### src/sv/gamepad_axis_conditioner_macros.svh
// Assertion macros for the gamepad axis conditioner.
`ifndef GAMEPAD_AXIS_CONDITIONER_MACROS_SVH
`define GAMEPAD_AXIS_CONDITIONER_MACROS_SVH

// Check a condition at every clock edge outside reset.
`define GAC_ASSERT(label, cond, msg) \
  label: assert property (@(posedge clk) disable iff (rst) (cond)) else $error(msg);

// Check that a consequent holds whenever an antecedent holds, outside reset.
`define GAC_ASSERT_IMP(label, ante, cons, msg) \
  label: assert property (@(posedge clk) disable iff (rst) (ante) |-> (cons)) \
    else $error(msg);

`endif

### src/sv/gac_pkg.sv
// Shared types, codes and helpers for the gamepad axis conditioner.
package gac_pkg;

  localparam int NUM_AXES_DEF = 6;
  localparam int BIND_SLOTS   = 6;
  localparam int ROLE_W       = 3;
  localparam int VAL_W        = 16;
  localparam int THR_W        = 15;
  localparam int CFG_IDX_W    = 3;
  localparam int CFG_DATA_W   = 30;

  localparam logic [ROLE_W-1:0] ROLE_SIDE  = 3'd0;
  localparam logic [ROLE_W-1:0] ROLE_FWD   = 3'd1;
  localparam logic [ROLE_W-1:0] ROLE_PITCH = 3'd2;
  localparam logic [ROLE_W-1:0] ROLE_YAW   = 3'd3;
  localparam logic [ROLE_W-1:0] ROLE_RT    = 3'd4;
  localparam logic [ROLE_W-1:0] ROLE_LT    = 3'd5;
  localparam logic [ROLE_W-1:0] ROLE_NONE  = 3'd6;

  // Bit positions in the hat key fields.
  localparam int HAT_UP    = 0;
  localparam int HAT_DOWN  = 1;
  localparam int HAT_LEFT  = 2;
  localparam int HAT_RIGHT = 3;

  // Bit positions in the trigger key fields.
  localparam int TRIG_LEFT  = 0;
  localparam int TRIG_RIGHT = 1;

  localparam logic [3*BIND_SLOTS-1:0] BINDING_RST   = 18'd181896;
  localparam logic [THR_W-1:0]        TRIG_THR_RST  = 15'd16384;
  localparam logic [THR_W-1:0]        HAT_THR_RST   = 15'd24576;
  localparam logic [THR_W-1:0]        DEADZONE_RST  = 15'd4096;

  typedef enum logic [CFG_IDX_W-1:0] {
    REG_AXIS_BINDING = 3'd0,
    REG_LT_THRESHOLD = 3'd1,
    REG_RT_THRESHOLD = 3'd2,
    REG_HAT_THRESH   = 3'd3,
    REG_SIDE_DZ      = 3'd4,
    REG_FWD_DZ       = 3'd5,
    REG_PITCH_DZ     = 3'd6,
    REG_YAW_DZ       = 3'd7
  } cfg_reg_e;

  typedef struct packed {
    logic [BIND_SLOTS-1:0][ROLE_W-1:0] axis_binding;
    logic [THR_W-1:0]                  lt_thr;
    logic [THR_W-1:0]                  rt_thr;
    logic [THR_W-1:0]                  fwd_hat_thr;
    logic [THR_W-1:0]                  side_hat_thr;
    logic [3:0][THR_W-1:0]             deadzone;  // indexed by stick role code
  } cfg_t;

  typedef struct packed {
    logic [2:0]              hw_axis;
    logic signed [VAL_W-1:0] axis_sample;
    logic                    menu_focus;
  } in_item_t;

  typedef struct packed {
    logic                    updated;
    logic [ROLE_W-1:0]       role_axis;
    logic signed [VAL_W-1:0] conditioned_value;
    logic [1:0]              trigger_press;
    logic [1:0]              trigger_release;
    logic [3:0]              hat_press;
    logic [3:0]              hat_release;
  } out_item_t;

  // Threshold crossing of one stick: bit1 positive direction, bit0 negative.
  function automatic logic [1:0] hat_dir(input logic signed [VAL_W-1:0] cur,
                                         input logic signed [VAL_W-1:0] prv,
                                         input logic [THR_W-1:0] thr);
    logic signed [VAL_W:0] c;
    logic signed [VAL_W:0] p;
    logic signed [VAL_W:0] t;
    logic                  pos;
    c   = {cur[VAL_W-1], cur};
    p   = {prv[VAL_W-1], prv};
    t   = signed'({2'b00, thr});
    pos = (c > t) && (p <= t);
    return {pos, !pos && (c < -t) && (p >= -t)};
  endfunction

endpackage

### src/sv/gac_cfg_regs.sv
// Configuration register file for the gamepad axis conditioner.
module gac_cfg_regs (
  input  logic                             clk,
  input  logic                             rst,
  input  logic                             wr_en,
  input  logic [gac_pkg::CFG_IDX_W-1:0]    addr,
  input  logic [gac_pkg::CFG_DATA_W-1:0]   data,
  output gac_pkg::cfg_t                    cfg
);
  import gac_pkg::*;

  cfg_t cfg_next;

  always_comb begin
    cfg_next = cfg;
    if (wr_en) begin
      case (cfg_reg_e'(addr))
        REG_AXIS_BINDING: cfg_next.axis_binding = data[3*BIND_SLOTS-1:0];
        REG_LT_THRESHOLD: cfg_next.lt_thr = data[THR_W-1:0];
        REG_RT_THRESHOLD: cfg_next.rt_thr = data[THR_W-1:0];
        REG_HAT_THRESH: begin
          cfg_next.side_hat_thr = data[THR_W-1:0];
          cfg_next.fwd_hat_thr  = data[2*THR_W-1:THR_W];
        end
        REG_SIDE_DZ:  cfg_next.deadzone[ROLE_SIDE[1:0]]  = data[THR_W-1:0];
        REG_FWD_DZ:   cfg_next.deadzone[ROLE_FWD[1:0]]   = data[THR_W-1:0];
        REG_PITCH_DZ: cfg_next.deadzone[ROLE_PITCH[1:0]] = data[THR_W-1:0];
        REG_YAW_DZ:   cfg_next.deadzone[ROLE_YAW[1:0]]   = data[THR_W-1:0];
        default: cfg_next = cfg;
      endcase
    end
  end

  always_ff @(posedge clk) begin
    if (rst) begin
      cfg.axis_binding <= BINDING_RST;
      cfg.lt_thr       <= TRIG_THR_RST;
      cfg.rt_thr       <= TRIG_THR_RST;
      cfg.side_hat_thr <= HAT_THR_RST;
      cfg.fwd_hat_thr  <= HAT_THR_RST;
      cfg.deadzone     <= {4{DEADZONE_RST}};
    end else begin
      cfg <= cfg_next;
    end
  end

endmodule

### src/sv/gac_process.sv
// Axis state and single-pass conditioning logic for one registered request.
module gac_process #(
  parameter int NUM_AXES = gac_pkg::NUM_AXES_DEF
) (
  input  logic                 clk,
  input  logic                 rst,
  input  gac_pkg::cfg_t        cfg,
  input  gac_pkg::in_item_t    item,
  input  logic                 commit,
  output gac_pkg::out_item_t   result
);
  import gac_pkg::*;

  localparam int IDX_W = $clog2(NUM_AXES);

  logic signed [VAL_W-1:0] cur_val [NUM_AXES];
  logic signed [VAL_W-1:0] prv_val [NUM_AXES];
  logic [3:0]              held;

  logic                    hw_ok;
  logic                    role_ok;
  logic [ROLE_W-1:0]       role;
  logic [IDX_W-1:0]        idx;
  logic signed [VAL_W-1:0] old_val;
  logic                    keep;
  logic                    is_trig;
  logic signed [VAL_W:0]   s17;
  logic signed [VAL_W:0]   dz17;
  logic signed [VAL_W:0]   thr17;
  logic signed [VAL_W:0]   old17;
  logic signed [VAL_W-1:0] v;
  logic                    t_press;
  logic                    t_release;
  logic                    hat_on;
  logic signed [VAL_W-1:0] side_c, side_p, fwd_c, fwd_p;
  logic [1:0]              side_dir, fwd_dir;
  logic [3:0]              hat;

  always_comb begin
    hw_ok   = int'(item.hw_axis) < NUM_AXES;
    role    = hw_ok ? cfg.axis_binding[item.hw_axis] : ROLE_NONE;
    role_ok = int'(role) < NUM_AXES;
    idx     = role[IDX_W-1:0];
    old_val = role_ok ? cur_val[idx] : '0;
    keep    = role_ok && (item.axis_sample != old_val);
    is_trig = role >= ROLE_RT;

    // Zero sticks strictly inside the deadzone.
    s17  = {item.axis_sample[VAL_W-1], item.axis_sample};
    dz17 = signed'({2'b00, cfg.deadzone[role[1:0]]});
    v    = (!is_trig && (s17 < dz17) && (s17 > -dz17)) ? '0 : item.axis_sample;

    thr17     = signed'({2'b00, (role == ROLE_RT) ? cfg.rt_thr : cfg.lt_thr});
    old17     = {old_val[VAL_W-1], old_val};
    t_press   = (s17 > thr17) && (old17 <= thr17);
    t_release = !t_press && (s17 < thr17) && (old17 >= thr17);

    // Hat sees both sticks as they stand after this update.
    side_c   = (role == ROLE_SIDE) ? v : cur_val[ROLE_SIDE[IDX_W-1:0]];
    side_p   = (role == ROLE_SIDE) ? old_val : prv_val[ROLE_SIDE[IDX_W-1:0]];
    fwd_c    = (role == ROLE_FWD) ? v : cur_val[ROLE_FWD[IDX_W-1:0]];
    fwd_p    = (role == ROLE_FWD) ? old_val : prv_val[ROLE_FWD[IDX_W-1:0]];
    side_dir = hat_dir(side_c, side_p, cfg.side_hat_thr);
    fwd_dir  = hat_dir(fwd_c, fwd_p, cfg.fwd_hat_thr);
    hat      = '0;
    hat[HAT_RIGHT] = side_dir[1];
    hat[HAT_LEFT]  = side_dir[0];
    hat[HAT_DOWN]  = fwd_dir[1];
    hat[HAT_UP]    = fwd_dir[0];
    hat_on = keep && item.menu_focus && ((role == ROLE_SIDE) || (role == ROLE_FWD));

    result = '0;
    result.role_axis = ROLE_NONE;
    if (keep) begin
      result.updated           = 1'b1;
      result.role_axis         = role;
      result.conditioned_value = v;
      if (is_trig) begin
        result.trigger_press[(role == ROLE_RT) ? TRIG_RIGHT : TRIG_LEFT]   = t_press;
        result.trigger_release[(role == ROLE_RT) ? TRIG_RIGHT : TRIG_LEFT] = t_release;
      end
      if (hat_on) begin
        result.hat_press   = hat & ~held;
        result.hat_release = ~hat & held;
      end
    end
  end

  always_ff @(posedge clk) begin
    if (rst) begin
      for (int i = 0; i < NUM_AXES; i++) begin
        cur_val[i] <= '0;
        prv_val[i] <= '0;
      end
      held <= '0;
    end else if (commit && keep) begin
      prv_val[idx] <= old_val;
      cur_val[idx] <= v;
      if (hat_on) begin
        held <= hat;
      end
    end
  end

endmodule

### src/sv/gamepad_axis_conditioner.sv
// Top level of the gamepad axis conditioner: request register, result register, handshake.
//
// Usage:
//   sample channel (sample_valid / sample_stall / sample) carries one raw axis
//   reading per request; result channel (result_valid / result_stall / result)
//   returns exactly one result per request, in order.
//   A request is taken at a clock edge with valid high and stall low.
//   Path: a taken request enters the request register, then the result register.
//   Throughput: one request per cycle while the receiver does not stall; the
//   axis state is updated as each request moves from the request register
//   into the result register, so the next request already sees it.
//   When the receiver stalls, the result register holds; one more request can
//   still enter the request register, after which sample_stall rises.
//   Configuration writes (cfg_wr_en, cfg_addr, cfg_data) take effect at the
//   next edge; write them only while no request is in flight.
//   Reset (rst, synchronous) empties both registers, clears stored axis
//   values and held hat keys and loads the register defaults.
module gamepad_axis_conditioner #(
  parameter int NUM_AXES = gac_pkg::NUM_AXES_DEF
) (
  input  logic                            clk,
  input  logic                            rst,
  input  logic                            sample_valid,
  output logic                            sample_stall,
  input  gac_pkg::in_item_t               sample,
  output logic                            result_valid,
  input  logic                            result_stall,
  output gac_pkg::out_item_t              result,
  input  logic                            cfg_wr_en,
  input  logic [gac_pkg::CFG_IDX_W-1:0]   cfg_addr,
  input  logic [gac_pkg::CFG_DATA_W-1:0]  cfg_data
);
  import gac_pkg::*;

  `include "gamepad_axis_conditioner_macros.svh"

  cfg_t      cfg;
  in_item_t  req;
  logic      req_valid;
  out_item_t res_next;
  logic      advance;
  logic      commit;

  assign advance      = !result_valid || !result_stall;
  assign commit       = req_valid && advance;
  assign sample_stall = req_valid && !advance;

  gac_cfg_regs u_cfg (
    .clk   (clk),
    .rst   (rst),
    .wr_en (cfg_wr_en),
    .addr  (cfg_addr),
    .data  (cfg_data),
    .cfg   (cfg)
  );

  gac_process #(.NUM_AXES(NUM_AXES)) u_proc (
    .clk    (clk),
    .rst    (rst),
    .cfg    (cfg),
    .item   (req),
    .commit (commit),
    .result (res_next)
  );

  // Request register: load whenever it is empty or moves on.
  always_ff @(posedge clk) begin
    if (rst) begin
      req_valid <= 1'b0;
    end else if (!sample_stall) begin
      req_valid <= sample_valid;
    end
  end

  always_ff @(posedge clk) begin
    if (!sample_stall && sample_valid) begin
      req <= sample;
    end
  end

  // Result register: hold while stalled.
  always_ff @(posedge clk) begin
    if (rst) begin
      result_valid <= 1'b0;
    end else if (advance) begin
      result_valid <= req_valid;
    end
  end

  always_ff @(posedge clk) begin
    if (commit) begin
      result <= res_next;
    end
  end

  `GAC_ASSERT_IMP(a_stall_only_when_full, sample_stall, req_valid && result_valid && result_stall, "request stalled without a blocked result")
  `GAC_ASSERT_IMP(a_drop_is_blank, result_valid && !result.updated, result.role_axis == ROLE_NONE && result.conditioned_value == '0, "dropped result carries data")
  `GAC_ASSERT_IMP(a_keys_one_kind, result_valid, ((result.trigger_press | result.trigger_release) == '0) || ((result.hat_press | result.hat_release) == '0), "trigger and hat keys in one result")
  `GAC_ASSERT_IMP(a_hat_disjoint, result_valid, (result.hat_press & result.hat_release) == '0, "hat key pressed and released together")

endmodule
### config.mk
export PLATFORM = sky130hd
export DESIGN_NAME = gamepad_axis_conditioner
export DESIGN_NICKNAME = d
export VERILOG_FILES = /design/src/sv/gac_pkg.sv /design/src/sv/gac_cfg_regs.sv /design/src/sv/gac_process.sv /design/src/sv/gamepad_axis_conditioner.sv
export VERILOG_INCLUDE_DIRS = /design/src /design/src/sv
export SDC_FILE = /design/constraint.sdc
export NUM_CORES = 1
export LEC_CHECK = 0
export BUFFER_PORTS_ARGS = -buffer_cell sky130_fd_sc_hd__buf_2
export CELL_PAD_IN_SITES_DETAIL_PLACEMENT = 0
export CELL_PAD_IN_SITES_GLOBAL_PLACEMENT = 1
export CORE_MARGIN = 1.5
export CORE_UTILIZATION = 30
export CTS_BUF_LIST = sky130_fd_sc_hd__clkbuf_16
export DETAILED_ROUTE_END_ITERATION = 6
export PLACE_DENSITY = 0.61
export SLEW_MARGIN = 20
export SYNTH_ARGS = -nofsm -noshare
export SYNTH_HDL_FRONTEND = slang
export SYNTH_SLANG_ARGS = --single-unit
export TNS_END_PERCENT = 50
### constraint.sdc
create_clock -name clk -period 10.18 [get_ports clk]
set_input_delay 0.509 -clock clk [delete_from_list [all_inputs] [get_ports clk]]
set_output_delay 0.509 -clock clk [all_outputs]
set_load 0.01 [all_outputs]
; After elaboration in Yosys (flattened, before gate mapping)
; Memories as Yosys holds them, arrays and structs flattened.
; Cells that the tools add are included.
[classes]
add_sub_neg = 3
order_cmp = 21
reduce_logical = 44
n_eq_ne = 10
n_mux = 29
n_bitwise = 6
[op_table]
columns = op, count
row1 = $mux W16, 8
row2 = $neg A15 Y17, 3
row3 = $gt A16 B16 Y1, 3
row4 = $le A16 B16 Y1, 3
row5 = $ge A16 B17 Y1, 2
row6 = $lt A16 B17 Y1, 2
row7 = $ge A32 B1 Y1 const B, 1
row8 = $lt A16 B16 Y1, 2
row9 = $lt A32 B3 Y1 const B, 1
row10 = $mux W32, 1
row11 = $reduce_or A16 Y1, 2
row12 = $bmux W15 S2, 1
row13 = $mux W15, 2
row14 = $reduce_and A2 Y1, 11
row15 = $logic_and A1 B1 Y1, 19
row16 = $gt A16 B17 Y1, 1
row17 = $ge A16 B16 Y1, 1
row18 = $ne A16 B16 Y1, 1
row19 = $eq A3 B3 Y1 const B, 5
row20 = $mux W3, 4
row21 = $bmux W3 S3, 1
row22 = $mux W1, 9
row23 = $and A4 B4 Y4, 2
row24 = $logic_not A1 Y1, 8
row25 = 13 further kinds, 20
[totals]
reg_bits = 196
memories = 2
wordCells = 142
input_bits = 58
ram_bits = 192
[mem_list]
columns = memory, depth, word_bits, rd, rd_clocked_by_memory_dff, wr, line_no
row1 = u_proc.cur_val, 6, 16, 3, 0, 6, gac_process.sv:16  ; logic signed [VAL_W-1:0] cur_val [NUM_AXES];
row2 = u_proc.prv_val, 6, 16, 2, 0, 6, gac_process.sv:17  ; logic signed [VAL_W-1:0] prv_val [NUM_AXES];

; Longest topological paths before layout
[logic_depth]
ltp_word = 19
mapped_depth = 38
mapped_depth_nobuf = 31

; By module
; A second synthesis with hierarchy kept.
[unflattened]
cells_unflattened = 2138
area_unflattened_um2 = 20522.2
[by_module_without_submodules]
columns = module, seq_area_each_um2, cells_per_inst, instances, area_each_um2
row1 = gac_process, 3923.8, 1566, 1, 13336.5
row2 = gac_cfg_regs, 2762.6, 510, 1, 5537.8
row3 = gamepad_axis_conditioner, 1601.5, 62, 1, 1647.8

; Least setup slack after synthesis
; OpenSTA, ideal clock, no wires.
[synth_timing]
kind = register to register
from = register req[17] (netlist name)
to = register result[0] (netlist name), data pin
arrival_ns = 7.367
t_required_ns = 9.925
setup_slack_ns = 2.558
period_less_slack_ns = 7.622
n_path_buf = 8
path_stages_with_launch = 37
path_cell_list = edfxtp_1 > buf_6 > mux2_4 > a222oi_1 > buf_4 > buf_6 > buf_6 > buf_2 > clkbuf_1 > nand3_1 > o21ai_0 > nor3b_1 > and2_1 > nand2_1 > xor2_1 > ha_1 > a21o_1 > a21o_1 > a21oi_1 > o21ai_0 > or3_1 > o21ai_1 > and2_1 > clkbuf_1 > buf_1 > o31ai_1 > ha_1 > a21oi_1 > nor2b_1 > o21ai_0 > nand2b_1 > a2111oi_0 > o21ai_0 > o2111ai_1 > a211o_1 > o2111ai_1 > and3_1
[synth_between]
elab_chain_len = 17
elab_cells_between_ends = 37
[synth_rtl]
columns = element, line_no
row1 = from (decl), gamepad_axis_conditioner.sv:38  ; in_item_t req;
row2 = from (signal assigned), gamepad_axis_conditioner.sv:77  ; req <= sample;
row3 = $bmux W3 S3, gac_process.sv:41  ; role = hw_ok ? cfg.axis_binding[item.hw_axis] : ROLE_NONE;
row4 = $mux W3 (implied by the code), gac_process.sv:41
row5 = $mux W3 (*), gac_process.sv:41
row6 = $bmux W15 S2, gac_process.sv:50  ; dz17 = signed'({2'b00, cfg.deadzone[role[1:0]]});
row7 = $mux W15 (implied by the code), gac_process.sv:50
row8 = $neg A15 Y17 / $lt A16 B16 Y1 (equally long branches), gac_process.sv:51  ; v = (!is_trig && (s17 < dz17) && (s17 > -dz17)) ? '0 : item.axis_sample;
row9 = $gt A16 B17 Y1 / $logic_and A1 B1 Y1 (equally long branches), gac_process.sv:51
row10 = $logic_and A1 B1 Y1, gac_process.sv:51
row11 = $mux W16, gac_process.sv:51
row12 = $mux W16, gac_process.sv:61  ; fwd_c = (role == ROLE_FWD) ? v : cur_val[ROLE_FWD[IDX_W-1:0]];
row13 = $gt A16 B16 Y1, gac_pkg.sv:82  ; pos = (c > t) && (p <= t);
row14 = $logic_and A1 B1 Y1, gac_pkg.sv:82
row15 = $logic_not A1 Y1, gac_pkg.sv:83  ; return {pos, !pos && (c < -t) && (p >= -t)};
row16 = $logic_and A1 B1 Y1 (2 in series), gac_pkg.sv:83
row17 = $not A4 Y4, gac_process.sv:84  ; result.hat_release = ~hat & held;
row18 = $and A4 B4 Y4, gac_process.sv:84
row19 = to (signal assigned), gamepad_axis_conditioner.sv:92  ; result <= res_next;
row20 = to (decl), gamepad_axis_conditioner.sv:28  ; output gac_pkg::out_item_t result,
; Every way passes the cells marked *; elsewhere a longest branch is shown, timed or not. The select of a mux whose other input is x is not followed.
; A chain may end at the register's enable or synchronous reset.

; Final worst setup path
[layout_timing]
from = register req[17] (netlist name)
to = register result[2] (netlist name), data pin
[layout_between]
elab_chain_len = 17
elab_cells_between_ends = 37
[layout_rtl]
columns = element, line_no
row1 = $bmux W3 S3, gac_process.sv:41
row2 = $mux W3 (implied by the code), gac_process.sv:41
row3 = $mux W3 (*), gac_process.sv:41
row4 = $bmux W15 S2, gac_process.sv:50
row5 = $mux W15 (implied by the code), gac_process.sv:50
row6 = $neg A15 Y17 / $lt A16 B16 Y1 (equally long branches), gac_process.sv:51
row7 = $gt A16 B17 Y1 / $logic_and A1 B1 Y1 (equally long branches), gac_process.sv:51
row8 = $logic_and A1 B1 Y1, gac_process.sv:51
row9 = $mux W16, gac_process.sv:51
row10 = $mux W16, gac_process.sv:59  ; side_c = (role == ROLE_SIDE) ? v : cur_val[ROLE_SIDE[IDX_W-1:0]];
row11 = $gt A16 B16 Y1, gac_pkg.sv:82
row12 = $logic_and A1 B1 Y1, gac_pkg.sv:82
row13 = $logic_not A1 Y1, gac_pkg.sv:83
row14 = $logic_and A1 B1 Y1 (2 in series), gac_pkg.sv:83
row15 = $not A4 Y4, gac_process.sv:84
row16 = $and A4 B4 Y4, gac_process.sv:84
; Marked as above.

==> results.json <==
{
  "layout_commonest_cell": "nand2_1",
  "fin_nets": 2455,
  "crit_type": "reg2reg",
  "synth_cells": 2162,
  "vias": 16600,
  "period_minus_slack_ns": 8.70,
  "core_region_area_mm2": 0.0647,
  "hold_buffers": 0,
  "place_inst": 3022,
  "cts_buffer_depth": 3,
  "peakVddDrop_mv": 0.0996,
  "first_global_vias": 16200,
  "wirelength_um": 70700,
  "slew_headroom_pct": 26.4,
  "n_antenna_cell": 0,
  "required_ns": 10.50,
  "via_per_inst": 5.38,
  "r2r_start": "req[17]$_DFFE_PP_",
  "cts_buffers": 40,
  "rsz0062_at_grt": "false",
  "final_cells": 3094,
  "hpwl_um": 50300,
  "tightestPinTransition_ns": 1.10,
  "die_h_um": 259,
  "synth_cell_types": 68,
  "syn-num-nets": 2408,
  "cp-start-kind": "flip-flop",
  "end_kind": "flip-flop",
  "crit_fanout": 32,
  "grtUsageTotal_pct": 20.9,
  "syn_area_mm2": 0.0197,
  "routedWlPerCell_um": 22.9,
  "synth_edf_count": 180,
  "syn_avg_cell_area_um2": 9.11,
  "cap_violations": 0,
  "port_buffers": 91,
  "synthFlopType": "edfxtp_1",
  "final_max_slew_viol_count": 0,
  "multi_input_area_mm2": 0.0106,
  "antenna_found_initial": 0,
  "skew_ns": 0.0322,
  "drc": 0,
  "timing.final.crit_share_pct": 85.4,
  "hold_viol": 0,
  "drt-initial-drc-count": 1396,
  "die_area_mm2": 0.0672,
  "yosys_warnings": 0,
  "hp-class": "in2reg",
  "clkLatencyLatePin_ns": 0.59,
  "final-seq-area_mm2": 0.00829,
  "firstDrtPassIters": 7,
  "path_clk_slew_ns": 0.06,
  "ys_ff_latch": 324,
  "fin_tns_setup_ns": 0,
  "cts_resized": 0,
  "cts_tree": "yes",
  "startpoint": "req[17]$_DFFE_PP_",
  "seq_area_frac_synth_pct": 42.1,
  "layout_common_cells": "nand2_1, ha_1, edfxtp_1",
  "p_per_area_mw_per_mm2": 160,
  "io_pins": 92,
  "ant_nets": 0,
  "grt_max_degree": 106,
  "drive_gt1_share_pct": 10.8,
  "cts.sinks": 324,
  "critPathArrivalTime_ns": 9.02,
  "setup_viol": 0,
  "cts_setup_buffers": 0,
  "postSynth.asyncResetShare_pct": 0,
  "cpPeakStageDelay_ns": 0.80,
  "p_total_mw": 3.56,
  "cts_root_buf": "clkbuf_16",
  "min-delay-start": "sample[16]",
  "rows": 93,
  "grt_pass1_wl_um": 105000,
  "slowest_stage": "and2_2",
  "status": "finished clean",
  "globalplace.congestion": 0.924,
  "htreeDepth": 2,
  "die_x_um": 259,
  "p_leak_nw": 9.23,
  "initial_core_util_pct": 30.4,
  "fmax_mhz": 115,
  "area_growth_pct": 13.2,
  "utilization_pct": 34.4,
  "gr-total-overflow": 0,
  "fillCellCount": 6723
}
[cell usage after synthesis, types with 35 or more instances]
master      n  share of area (%)
edfxtp_1  180                 27
and3_1    114                3.6
a21oi_1   173                4.4
nand4_1    38                1.2
nor4_1     48                1.5
ha_1      188                 12
o21ai_0    85                2.2
inv_1      75                1.4
nand3_1    55                1.4
nor2_1     58                1.1
dfxtp_1   144                 15
mux2i_1    70                3.6
clkbuf_1  101                1.9
nand2_1   440                8.4
o21a_1     35                1.3
[power by group]
part,switching (mW),internal (mW),leakage [nW]
Clock,0.589,0.761,0.643
Sequential,0.0313,1.43,2.99
Combinational,0.486,0.262,5.59
Total,1.11,2.46,9.23
[critical path: cells and delay by family, from the launching register on]
family | cells | cell delay, ns
fa+ha+maj | 3 | 0.86
buf+inv | 1 | 0.30
mux | 3 | 0.67
flops | 1 | 0.59
compound gates | 13 | 2.69
simple gates | 10 | 3.14
xor+xnor | 1 | 0.14
[layer usage]
layer | routed length, µm | global-route usage (%) | part of all wire [%]
met3 | 3550 | 2.67 | 5.0
met5 | 0 | 0 | 0
met2 | 32000 | 33.1 | 45
met4 | 2380 | 7.75 | 3.4
met1 | 32800 | 29.0 | 46
[logic make-up after synthesis]
group	share of synthesized area (%)
AND/OR/NAND/NOR	20.7
AO/OA/AOI/OAI	14.6
flip-flops	42.1
buffers and inverters	4.36
adder cells (fa/ha/maj)	11.9
multiplexers	4.66
XOR/XNOR	1.65
[stage by stage]
| stage | hold WS (ns) | cell area, µm² | setup slack, ns |
|---|---|---|---|
| finish | 0.0951 | 22300 | 1.48 |
| global route | 0.0761 | 22300 | 0.824 |
| CTS | 0.0768 | 22300 | 1.55 |
| detailed placement | 0.446 | 21000 | 1.59 |
| global placement | 0.440 | 21000 | 1.79 |
| floorplan | 0.433 | 19700 | 2.56 |
[worst paths after layout]
| check | to | slack (ns) | cells after the start |
|---|---|---|---|
| max | result[2]$_SDFFCE_PN0P_ | 1.48 | 31 |
| min | req[16]$_DFFE_PP_ | 0.1 | 1 |
| max reg2reg | result[2]$_SDFFCE_PN0P_ | 1.48 | 31 |
| min reg2reg | u_cfg.cfg[116]$_SDFFE_PP0P_ | 0.45 | 2 |
[state kept, by name, indices dropped and copies added (netlist names)]
signal and count:
result_valid 1, result 32, req 20, u_proc.cur_val 96, u_cfg.cfg 138, u_proc.held 4, req_valid 1, u_proc.prv_val 32
[area by class of cell]
type	count	area share (%)
clock inverter	31	0.949
clock buffer	41	4.60
sequential	324	37.2
multi-input combinational	1630	47.6
timing repair buffer	138	3.64
inverter	75	1.26
tap	855	4.80
Note: power is estimated with default switching activity, not from simulation.
